$ cat src/rtl/scl_pkg.sv
// Shared types and operation codes for the shape collision tester.
`default_nettype none
package scl_pkg;

   // Test selector carried by every request.
   typedef enum logic [1:0] {
      OP_RECT_RECT     = 2'd0,
      OP_CIRCLE_CIRCLE = 2'd1,
      OP_RECT_CIRCLE   = 2'd2
   } op_type;

   // Tests already settled in the first stage, passed to the compare stage.
   typedef struct packed {
      logic rect_hit;    // rectangle-rectangle overlap on both axes
      logic contained;   // circle centre inside the rectangle
      logic edge_hit;    // an edge of the rectangle lies within one radius
   } flags_type;

endpackage
`default_nettype wire

$ cat src/rtl/scl_square.sv
// First stage: doubled-coordinate differences, range tests and registered squares.
`default_nettype none
module scl_square #(
   parameter int COORD_WIDTH = 16
) (
   input  wire logic                          clock,
   input  wire logic                          reset,
   input  wire logic                          valid,
   input  wire scl_pkg::op_type               operation,
   input  wire logic signed [COORD_WIDTH-1:0] first_x,
   input  wire logic signed [COORD_WIDTH-1:0] first_y,
   input  wire logic        [COORD_WIDTH-2:0] first_extent_x,
   input  wire logic        [COORD_WIDTH-2:0] first_extent_y,
   input  wire logic signed [COORD_WIDTH-1:0] second_x,
   input  wire logic signed [COORD_WIDTH-1:0] second_y,
   input  wire logic        [COORD_WIDTH-2:0] second_extent_x,
   input  wire logic        [COORD_WIDTH-2:0] second_extent_y,
   output logic                               valid_out,
   output scl_pkg::op_type                    operation_out,
   output scl_pkg::flags_type                 flags_out,
   output logic [2*COORD_WIDTH+3:0]           sq_a,
   output logic [2*COORD_WIDTH+3:0]           sq_b,
   output logic [2*COORD_WIDTH+3:0]           sq_c,
   output logic [2*COORD_WIDTH+3:0]           sq_d,
   output logic [2*COORD_WIDTH-1:0]           sq_e
);
   import scl_pkg::*;

   localparam int D  = COORD_WIDTH + 3;   // signed doubled differences
   localparam int M  = COORD_WIDTH + 2;   // their magnitudes
   localparam int SQ = 2 * M;
   localparam int SE = 2 * COORD_WIDTH;

   logic signed [D-1:0] ax, ay, bx, by, aex, aey;
   logic signed [D-1:0] xl, xr, yt, yb, cx, cy;
   logic signed [D-1:0] el, er, et, eb, dx, dy;
   logic [M-1:0]        mag_el, mag_er, mag_et, mag_eb, mag_dx, mag_dy;
   logic [M-1:0]        mag_a, mag_c, r2_ext;
   logic [COORD_WIDTH-1:0] radius_sum, radius_two, mag_e;
   logic [D-1:0]        width_sum, height_sum;
   logic                horiz, vert;

   logic                valid_ff, valid_in;
   op_type              operation_ff;
   flags_type           flags_ff, flags_in;
   logic [SQ-1:0]       sq_a_ff, sq_b_ff, sq_c_ff, sq_d_ff;
   logic [SQ-1:0]       sq_a_in, sq_b_in, sq_c_in, sq_d_in;
   logic [SE-1:0]       sq_e_ff, sq_e_in;

   always_comb begin
      ax  = D'(first_x);
      ay  = D'(first_y);
      bx  = D'(second_x);
      by  = D'(second_y);
      aex = $signed({4'b0000, first_extent_x});
      aey = $signed({4'b0000, first_extent_y});

      // Rectangle edges and circle centre, all at twice the scale.
      cx = bx <<< 1;
      cy = by <<< 1;
      xl = (ax <<< 1) - aex;
      xr = (ax <<< 1) + aex;
      yt = (ay <<< 1) - aey;
      yb = (ay <<< 1) + aey;
      el = xl - cx;
      er = xr - cx;
      et = yt - cy;
      eb = yb - cy;
      dx = ax - bx;
      dy = ay - by;

      mag_el = el[D-1] ? M'(-el) : M'(el);
      mag_er = er[D-1] ? M'(-er) : M'(er);
      mag_et = et[D-1] ? M'(-et) : M'(et);
      mag_eb = eb[D-1] ? M'(-eb) : M'(eb);
      mag_dx = dx[D-1] ? M'(-dx) : M'(dx);
      mag_dy = dy[D-1] ? M'(-dy) : M'(dy);

      radius_sum = COORD_WIDTH'(first_extent_x) + COORD_WIDTH'(second_extent_x);
      radius_two = {second_extent_x, 1'b0};
      r2_ext     = M'(radius_two);

      horiz = (cx >= xl) && (cx <= xr);
      vert  = (cy >= yt) && (cy <= yb);

      width_sum  = D'(first_extent_x) + D'(second_extent_x);
      height_sum = D'(first_extent_y) + D'(second_extent_y);

      flags_in.rect_hit  = ({mag_dx, 1'b0} <= {1'b0, width_sum}) &&
                           ({mag_dy, 1'b0} <= {1'b0, height_sum});
      flags_in.contained = horiz && vert;
      flags_in.edge_hit  = (horiz && (first_y >= second_y) && (mag_et <= r2_ext)) ||
                           (horiz && (first_y <= second_y) && (mag_eb <= r2_ext)) ||
                           (vert  && (first_x >= second_x) && (mag_el <= r2_ext)) ||
                           (vert  && (first_x <= second_x) && (mag_er <= r2_ext));

      // The circle-circle test borrows the first, third and fifth multipliers.
      if (operation == OP_CIRCLE_CIRCLE) begin
         mag_a = mag_dx;
         mag_c = mag_dy;
         mag_e = radius_sum;
      end else begin
         mag_a = mag_el;
         mag_c = mag_et;
         mag_e = radius_two;
      end

      sq_a_in  = SQ'(mag_a) * SQ'(mag_a);
      sq_b_in  = SQ'(mag_er) * SQ'(mag_er);
      sq_c_in  = SQ'(mag_c) * SQ'(mag_c);
      sq_d_in  = SQ'(mag_eb) * SQ'(mag_eb);
      sq_e_in  = SE'(mag_e) * SE'(mag_e);
      valid_in = valid;
   end

   always_ff @(posedge clock) begin
      if (reset) begin
         valid_ff <= 1'b0;
      end else begin
         valid_ff <= valid_in;
      end
   end

   always_ff @(posedge clock) begin
      operation_ff <= operation;
      flags_ff     <= flags_in;
      sq_a_ff      <= sq_a_in;
      sq_b_ff      <= sq_b_in;
      sq_c_ff      <= sq_c_in;
      sq_d_ff      <= sq_d_in;
      sq_e_ff      <= sq_e_in;
   end

   assign valid_out     = valid_ff;
   assign operation_out = operation_ff;
   assign flags_out     = flags_ff;
   assign sq_a          = sq_a_ff;
   assign sq_b          = sq_b_ff;
   assign sq_c          = sq_c_ff;
   assign sq_d          = sq_d_ff;
   assign sq_e          = sq_e_ff;
endmodule
`default_nettype wire

$ cat src/rtl/scl_decide.sv
// Second stage: squared-distance compares and the registered collision result.
`default_nettype none
module scl_decide #(
   parameter int COORD_WIDTH = 16
) (
   input  wire logic                       clock,
   input  wire logic                       reset,
   input  wire logic                       valid,
   input  wire scl_pkg::op_type            operation,
   input  wire scl_pkg::flags_type         flags,
   input  wire logic [2*COORD_WIDTH+3:0]   sq_a,
   input  wire logic [2*COORD_WIDTH+3:0]   sq_b,
   input  wire logic [2*COORD_WIDTH+3:0]   sq_c,
   input  wire logic [2*COORD_WIDTH+3:0]   sq_d,
   input  wire logic [2*COORD_WIDTH-1:0]   sq_e,
   output logic                            valid_out,
   output logic                            collides
);
   import scl_pkg::*;

   localparam int S = 2 * COORD_WIDTH + 5;

   logic [S-1:0] sum_ac, sum_bc, sum_ad, sum_bd, limit;
   logic         corner_hit, hit;
   logic         valid_ff, valid_in, collides_ff, collides_in;

   always_comb begin
      sum_ac = S'(sq_a) + S'(sq_c);
      sum_bc = S'(sq_b) + S'(sq_c);
      sum_ad = S'(sq_a) + S'(sq_d);
      sum_bd = S'(sq_b) + S'(sq_d);
      limit  = S'(sq_e);

      corner_hit = (sum_ac <= limit) || (sum_bc <= limit) ||
                   (sum_ad <= limit) || (sum_bd <= limit);

      case (operation)
         OP_RECT_RECT:     hit = flags.rect_hit;
         OP_CIRCLE_CIRCLE: hit = (sum_ac <= limit);
         OP_RECT_CIRCLE:   hit = flags.contained || flags.edge_hit || corner_hit;
         default:          hit = 1'b0;
      endcase

      valid_in    = valid;
      collides_in = hit;
   end

   always_ff @(posedge clock) begin
      if (reset) begin
         valid_ff <= 1'b0;
      end else begin
         valid_ff <= valid_in;
      end
   end

   always_ff @(posedge clock) begin
      collides_ff <= collides_in;
   end

   assign valid_out = valid_ff;
   assign collides  = collides_ff;
endmodule
`default_nettype wire

$ cat src/rtl/shape_collision_tester_unit.sv
// Top level of the shape collision tester: request register and two compute stages.
//
//   Channel   Ports                         Handshake
//   request   start, busy, req_*            taken when start is high and busy is low
//   response  rsp_valid, rsp_collides       one-cycle strobe, cannot be held off
//
// A request is taken every cycle; busy is always low.
// Each result passes through the request register, the square register (one
// multiplier per path), then the compare and the result register.
// Reset clears only the valid pipeline; the data registers are not reset.
// Results leave in request order and the receiver cannot stall the pipeline.
`default_nettype none
module shape_collision_tester_unit #(
   parameter int COORD_WIDTH = 16
) (
   input  wire logic                          clock,
   input  wire logic                          reset,
   input  wire logic                          start,
   output logic                               busy,
   input  wire logic [1:0]                    req_operation,
   input  wire logic signed [COORD_WIDTH-1:0] req_first_x,
   input  wire logic signed [COORD_WIDTH-1:0] req_first_y,
   input  wire logic        [COORD_WIDTH-2:0] req_first_extent_x,
   input  wire logic        [COORD_WIDTH-2:0] req_first_extent_y,
   input  wire logic signed [COORD_WIDTH-1:0] req_second_x,
   input  wire logic signed [COORD_WIDTH-1:0] req_second_y,
   input  wire logic        [COORD_WIDTH-2:0] req_second_extent_x,
   input  wire logic        [COORD_WIDTH-2:0] req_second_extent_y,
   output logic                               rsp_valid,
   output logic                               rsp_collides
);
   import scl_pkg::*;

   logic                          req_valid_ff, req_valid_in;
   logic [1:0]                    operation_ff;
   logic signed [COORD_WIDTH-1:0] first_x_ff, first_y_ff, second_x_ff, second_y_ff;
   logic [COORD_WIDTH-2:0]        first_ex_ff, first_ey_ff, second_ex_ff, second_ey_ff;

   logic                   mid_valid;
   op_type                 mid_operation;
   flags_type              mid_flags;
   logic [2*COORD_WIDTH+3:0] sq_a, sq_b, sq_c, sq_d;
   logic [2*COORD_WIDTH-1:0] sq_e;

   assign busy         = 1'b0;
   assign req_valid_in = start && !busy;

   always_ff @(posedge clock) begin
      if (reset) begin
         req_valid_ff <= 1'b0;
      end else begin
         req_valid_ff <= req_valid_in;
      end
   end

   always_ff @(posedge clock) begin
      operation_ff <= req_operation;
      first_x_ff   <= req_first_x;
      first_y_ff   <= req_first_y;
      first_ex_ff  <= req_first_extent_x;
      first_ey_ff  <= req_first_extent_y;
      second_x_ff  <= req_second_x;
      second_y_ff  <= req_second_y;
      second_ex_ff <= req_second_extent_x;
      second_ey_ff <= req_second_extent_y;
   end

   scl_square #(
      .COORD_WIDTH(COORD_WIDTH)
   ) u_square (
      .clock           (clock),
      .reset           (reset),
      .valid           (req_valid_ff),
      .operation       (op_type'(operation_ff)),
      .first_x         (first_x_ff),
      .first_y         (first_y_ff),
      .first_extent_x  (first_ex_ff),
      .first_extent_y  (first_ey_ff),
      .second_x        (second_x_ff),
      .second_y        (second_y_ff),
      .second_extent_x (second_ex_ff),
      .second_extent_y (second_ey_ff),
      .valid_out       (mid_valid),
      .operation_out   (mid_operation),
      .flags_out       (mid_flags),
      .sq_a            (sq_a),
      .sq_b            (sq_b),
      .sq_c            (sq_c),
      .sq_d            (sq_d),
      .sq_e            (sq_e)
   );

   scl_decide #(
      .COORD_WIDTH(COORD_WIDTH)
   ) u_decide (
      .clock     (clock),
      .reset     (reset),
      .valid     (mid_valid),
      .operation (mid_operation),
      .flags     (mid_flags),
      .sq_a      (sq_a),
      .sq_b      (sq_b),
      .sq_c      (sq_c),
      .sq_d      (sq_d),
      .sq_e      (sq_e),
      .valid_out (rsp_valid),
      .collides  (rsp_collides)
   );
endmodule
`default_nettype wire

$ cat config.mk
export PLATFORM = sky130hd
export DESIGN_NAME = shape_collision_tester_unit
export DESIGN_NICKNAME = d
export VERILOG_FILES = /design/src/rtl/scl_pkg.sv /design/src/rtl/scl_square.sv /design/src/rtl/scl_decide.sv /design/src/rtl/shape_collision_tester_unit.sv
export SDC_FILE = /design/constraint.sdc
export NUM_CORES = 2
export LEC_CHECK = 0
export ABC_CLOCK_PERIOD_IN_PS = 35000
export BUFFER_PORTS_ARGS = -buffer_cell sky130_fd_sc_hd__clkbuf_2
export CAP_MARGIN = 10
export CELL_PAD_IN_SITES_DETAIL_PLACEMENT = 0
export CELL_PAD_IN_SITES_GLOBAL_PLACEMENT = 1
export CORE_ASPECT_RATIO = 1.4
export CORE_UTILIZATION = 40
export DETAILED_ROUTE_END_ITERATION = 16
export PLACE_DENSITY = 0.76
export SLEW_MARGIN = 10
export SYNTH_ARGS = -nofsm -noshare
export SYNTH_HDL_FRONTEND = slang
export SYNTH_SLANG_ARGS = --single-unit
export TNS_END_PERCENT = 30
$ cat constraint.sdc
create_clock -name clock -period 35 [get_ports clock]
set_clock_uncertainty 0.15 [all_clocks]
set_input_delay 3.5 -clock clock [delete_from_list [all_inputs] [get_ports clock]]
set_output_delay 3.5 -clock clock [all_outputs]
set_load 0.01 [all_outputs]
==> results_dict.tcl <==
set metrics [dict create \
    cts_buffer_depth 3 \
    drt-wirelength-per-cell_um 20.86 \
    yosys_warnings 0 \
    met2_length_mm 114.5 \
    initial_core_util_pct 40.28 \
    cp.arrival_ns 13.39 \
    cts_sinks 306 \
    fmax_mhz 76.95 \
    syn-num-nets 10667 \
    vias_per_cell 5.355 \
    finalCritPeriodShare_pct 37.13 \
    cts_setup_buffers 0 \
    setup_violations 0 \
    synth_top_family_by_area "adder cells" \
    synth_async_sr_flop_share_pct 0 \
    wl_met3_mm 10.22 \
    maxCapViolCount 0 \
    final.setup.tns_ns 0 \
    stdcell_count 10872 \
    placed_area_sq_um 75150 \
    yosysTopAreaCell "fa_1" \
    drtPass1Iterations 6 \
    dieArea_sq_um 180400 \
    die_x_um 359.3 \
    grt_pass1_wl_mm 347.3 \
    hold_buffers 0 \
    syn_area_sq_um 71490 \
    synthToLayoutAreaGrowth_pct 6.835 \
    status "finished clean" \
    synth_compound_area_share_pct 13.40 \
    place_congestion 0.9556 \
    numCtsBuffers 37 \
    synth_edf_count 0 \
    layout.nets 10791 \
    synthCells 8407 \
    synthFlopType "dfxtp_1" \
    finish.utilization_pct 43.04 \
    layout_min_cycle_time_ns 12.99 \
    num_vias 58221 \
    cts-root-buf "clkbuf_16" \
    min_path_type "flip-flop to flip-flop" \
    hold_viol 0 \
    yosys_register_bits 306 \
    ios 132 \
    synth_cell_type_count 97 \
    drc_errors 0 \
    overflow 0 \
    rsz0062_at_grt "no" \
    drive_above_1_share_pct 4.429 \
    final_antenna_net_count 0 \
    tritoncts "done" \
    cp.required_ns 35.39 \
    drt_iter0_drc 3273 \
    drv_slew 0 \
    clkSlewWorstSetupHoldPaths_ns 0.07 \
    end_kind "flip-flop" \
    htreeDepth 2 \
    grt_max_degree 41 \
    crit_fanout 9 \
    port_buffers 130 \
    path_class "flip-flop to flip-flop" \
    worstMarginPinSlew_ns 1.170 \
    clkLatencyLatePin_ns 0.64 \
    synth_seq_area_share_pct 8.569 \
    wl_met1_mm 87.78 \
    crit_path_max_incr_delay_ns 0.62 \
    avgSynthCellArea_sq_um 8.503 \
    cts_resized 0 \
    die_h_um 502.2 \
    wl_mm 226.8 \
    yosys.area_share.adder_pct 48.27 \
    crit_path_top_delay_cell "a2111oi_0" \
    cp-start-kind "flip-flop" \
    core_sq_um 177500 \
    yosys.area_share.simple_pct 12.97 \
    rows 183 \
    antenna_found_initial 10 \
    top_layer_used "met5" \
    synth.top_cells.by_area "fa_1, ha_1, inv_1" \
    track_usage_pct 25.20 \
    synthXorXnorAreaFrac_pct 6.138 \
    design_area_sq_um 76370 \
    synth_top_area_share_pct 29.26 \
    hpwl_mm 197.3 \
    nFillCells 17646 \
    muxShareOfSynthArea_pct 0.3168 \
    dp_cells 10804 \
    max_slew_margin_pct 21.49 \
    grt_pass1_vias 61109 \
]
cell families after synthesis:
kind of cell / count (synthesis)
compound gates: 1474
mux: 20
buf+inv: 1959
simple gates: 2015
other cells: 1
flops: 306
xor+xnor: 501
fa+ha+maj: 2131
area by class of cell:
class / instances / area [sq um] / share of cell area [%]
Clock inverter: 24 / 237.7 / 0.3113
Sequential cell: 306 / 6126 / 8.021
Clock buffer: 41 / 980.9 / 1.284
Tap cell: 2312 / 2893 / 3.788
Inverter: 1836 / 6892 / 9.024
Timing Repair Buffer: 208 / 1236 / 1.619
Multi-Input combinational cell: 6142 / 58000 / 75.94
Antenna cell: 3 / 7.507 / 0.009830
cells in the mapped netlist, drive strengths merged (16+ instances only):
cell type,n
o211ai,28
a2111oi,16
inv,1799
a21oi,419
nor2b,76
and3,38
or4,16
nor4,19
nor2,731
o21bai,81
nand4,91
or2,52
buf,25
clkinv,37
o21a,104
and2,29
o21ai,277
dfxtp,306
a21boi,25
clkbuf,98
nand2,564
ha,1086
a31oi,49
nand2b,104
or3,43
nor3,113
a211oi,47
xor2,155
xnor2,346
nand3,87
o31ai,41
a21o,222
fa,1045
metal layers:
layer / GRT usage (%) / vias to the layer above
met3: 2.655 / 456
li1: - / 27385
met1: 28.62 / 28904
met2: 45.90 / 1472
met4: 14.09 / 4
met5: 0 / -
cell usage in the layout (no fill, tap or decap), drive strengths merged, types with 25 or more instances in the layout:
cell type  instances
a21o             222
clkbuf           171
dfxtp            306
a31oi             49
buf               78
nor3             113
a21oi            419
o211ai            28
nand2            564
xor2             155
fa              1045
o21bai            81
ha              1086
nor2             731
o21ai            277
o31ai             41
xnor2            346
or2               52
clkinv            45
nor2b             76
or3               43
inv             1810
o21a             104
nand2b           104
and2              29
nand4             91
nand3             87
a211oi            47
and3              38
a21boi            25
flip-flops by register name (all words and copies together) (netlist names), 16 cells and up:
signal and count:
u_square.sq_c 35, u_square.sq_a 35, u_square.sq_d 35, u_square.sq_e 31, first_y_ff 16, u_square.sq_b 35, second_y_ff 16, second_x_ff 16
first_x_ff 16
worst max-delay path: cells and delay by family, from the launching register on:
family | cells | cell delay (ns)
AND/OR/NAND/NOR | 4 | 0.63
XOR/XNOR | 3 | 0.52
adder cells (fa/ha/maj) | 9 | 3.99
buffers and inverters | 8 | 0.95
AO/OA/AOI/OAI | 23 | 5.70
multiplexers | 1 | 0.50
flip-flops | 1 | 0.43
final timing paths:
kind | slack (ns) | to | cells after the start | start
min reg2reg | 0.31 | u_decide.valid_out$_SDFF_PP0_ | 1 | u_square.valid_out$_SDFF_PP0_
max | 22.01 | u_square.sq_a[33]$_DFF_P_ | 48 | first_ex_ff[1]$_DFF_P_
max reg2reg | 22.01 | u_square.sq_a[33]$_DFF_P_ | 48 | first_ex_ff[1]$_DFF_P_
min | 0.31 | u_decide.valid_out$_SDFF_PP0_ | 1 | u_square.valid_out$_SDFF_PP0_
per-stage QoR:
step	hold slack (ns)	setup WS, ns
2_1_floorplan	0.1936	23.85
3_5_place_dp	0.2904	22.20
4_1_cts	0.3110	22.14
3_3_place_gp	0.2895	22.35
6_report	0.3077	22.01
5_1_grt	0.3195	21.05
Power is left out: the tool's default activity adds up to more than one toggle a clock period on the data nets, which glitch-free logic cannot reach.
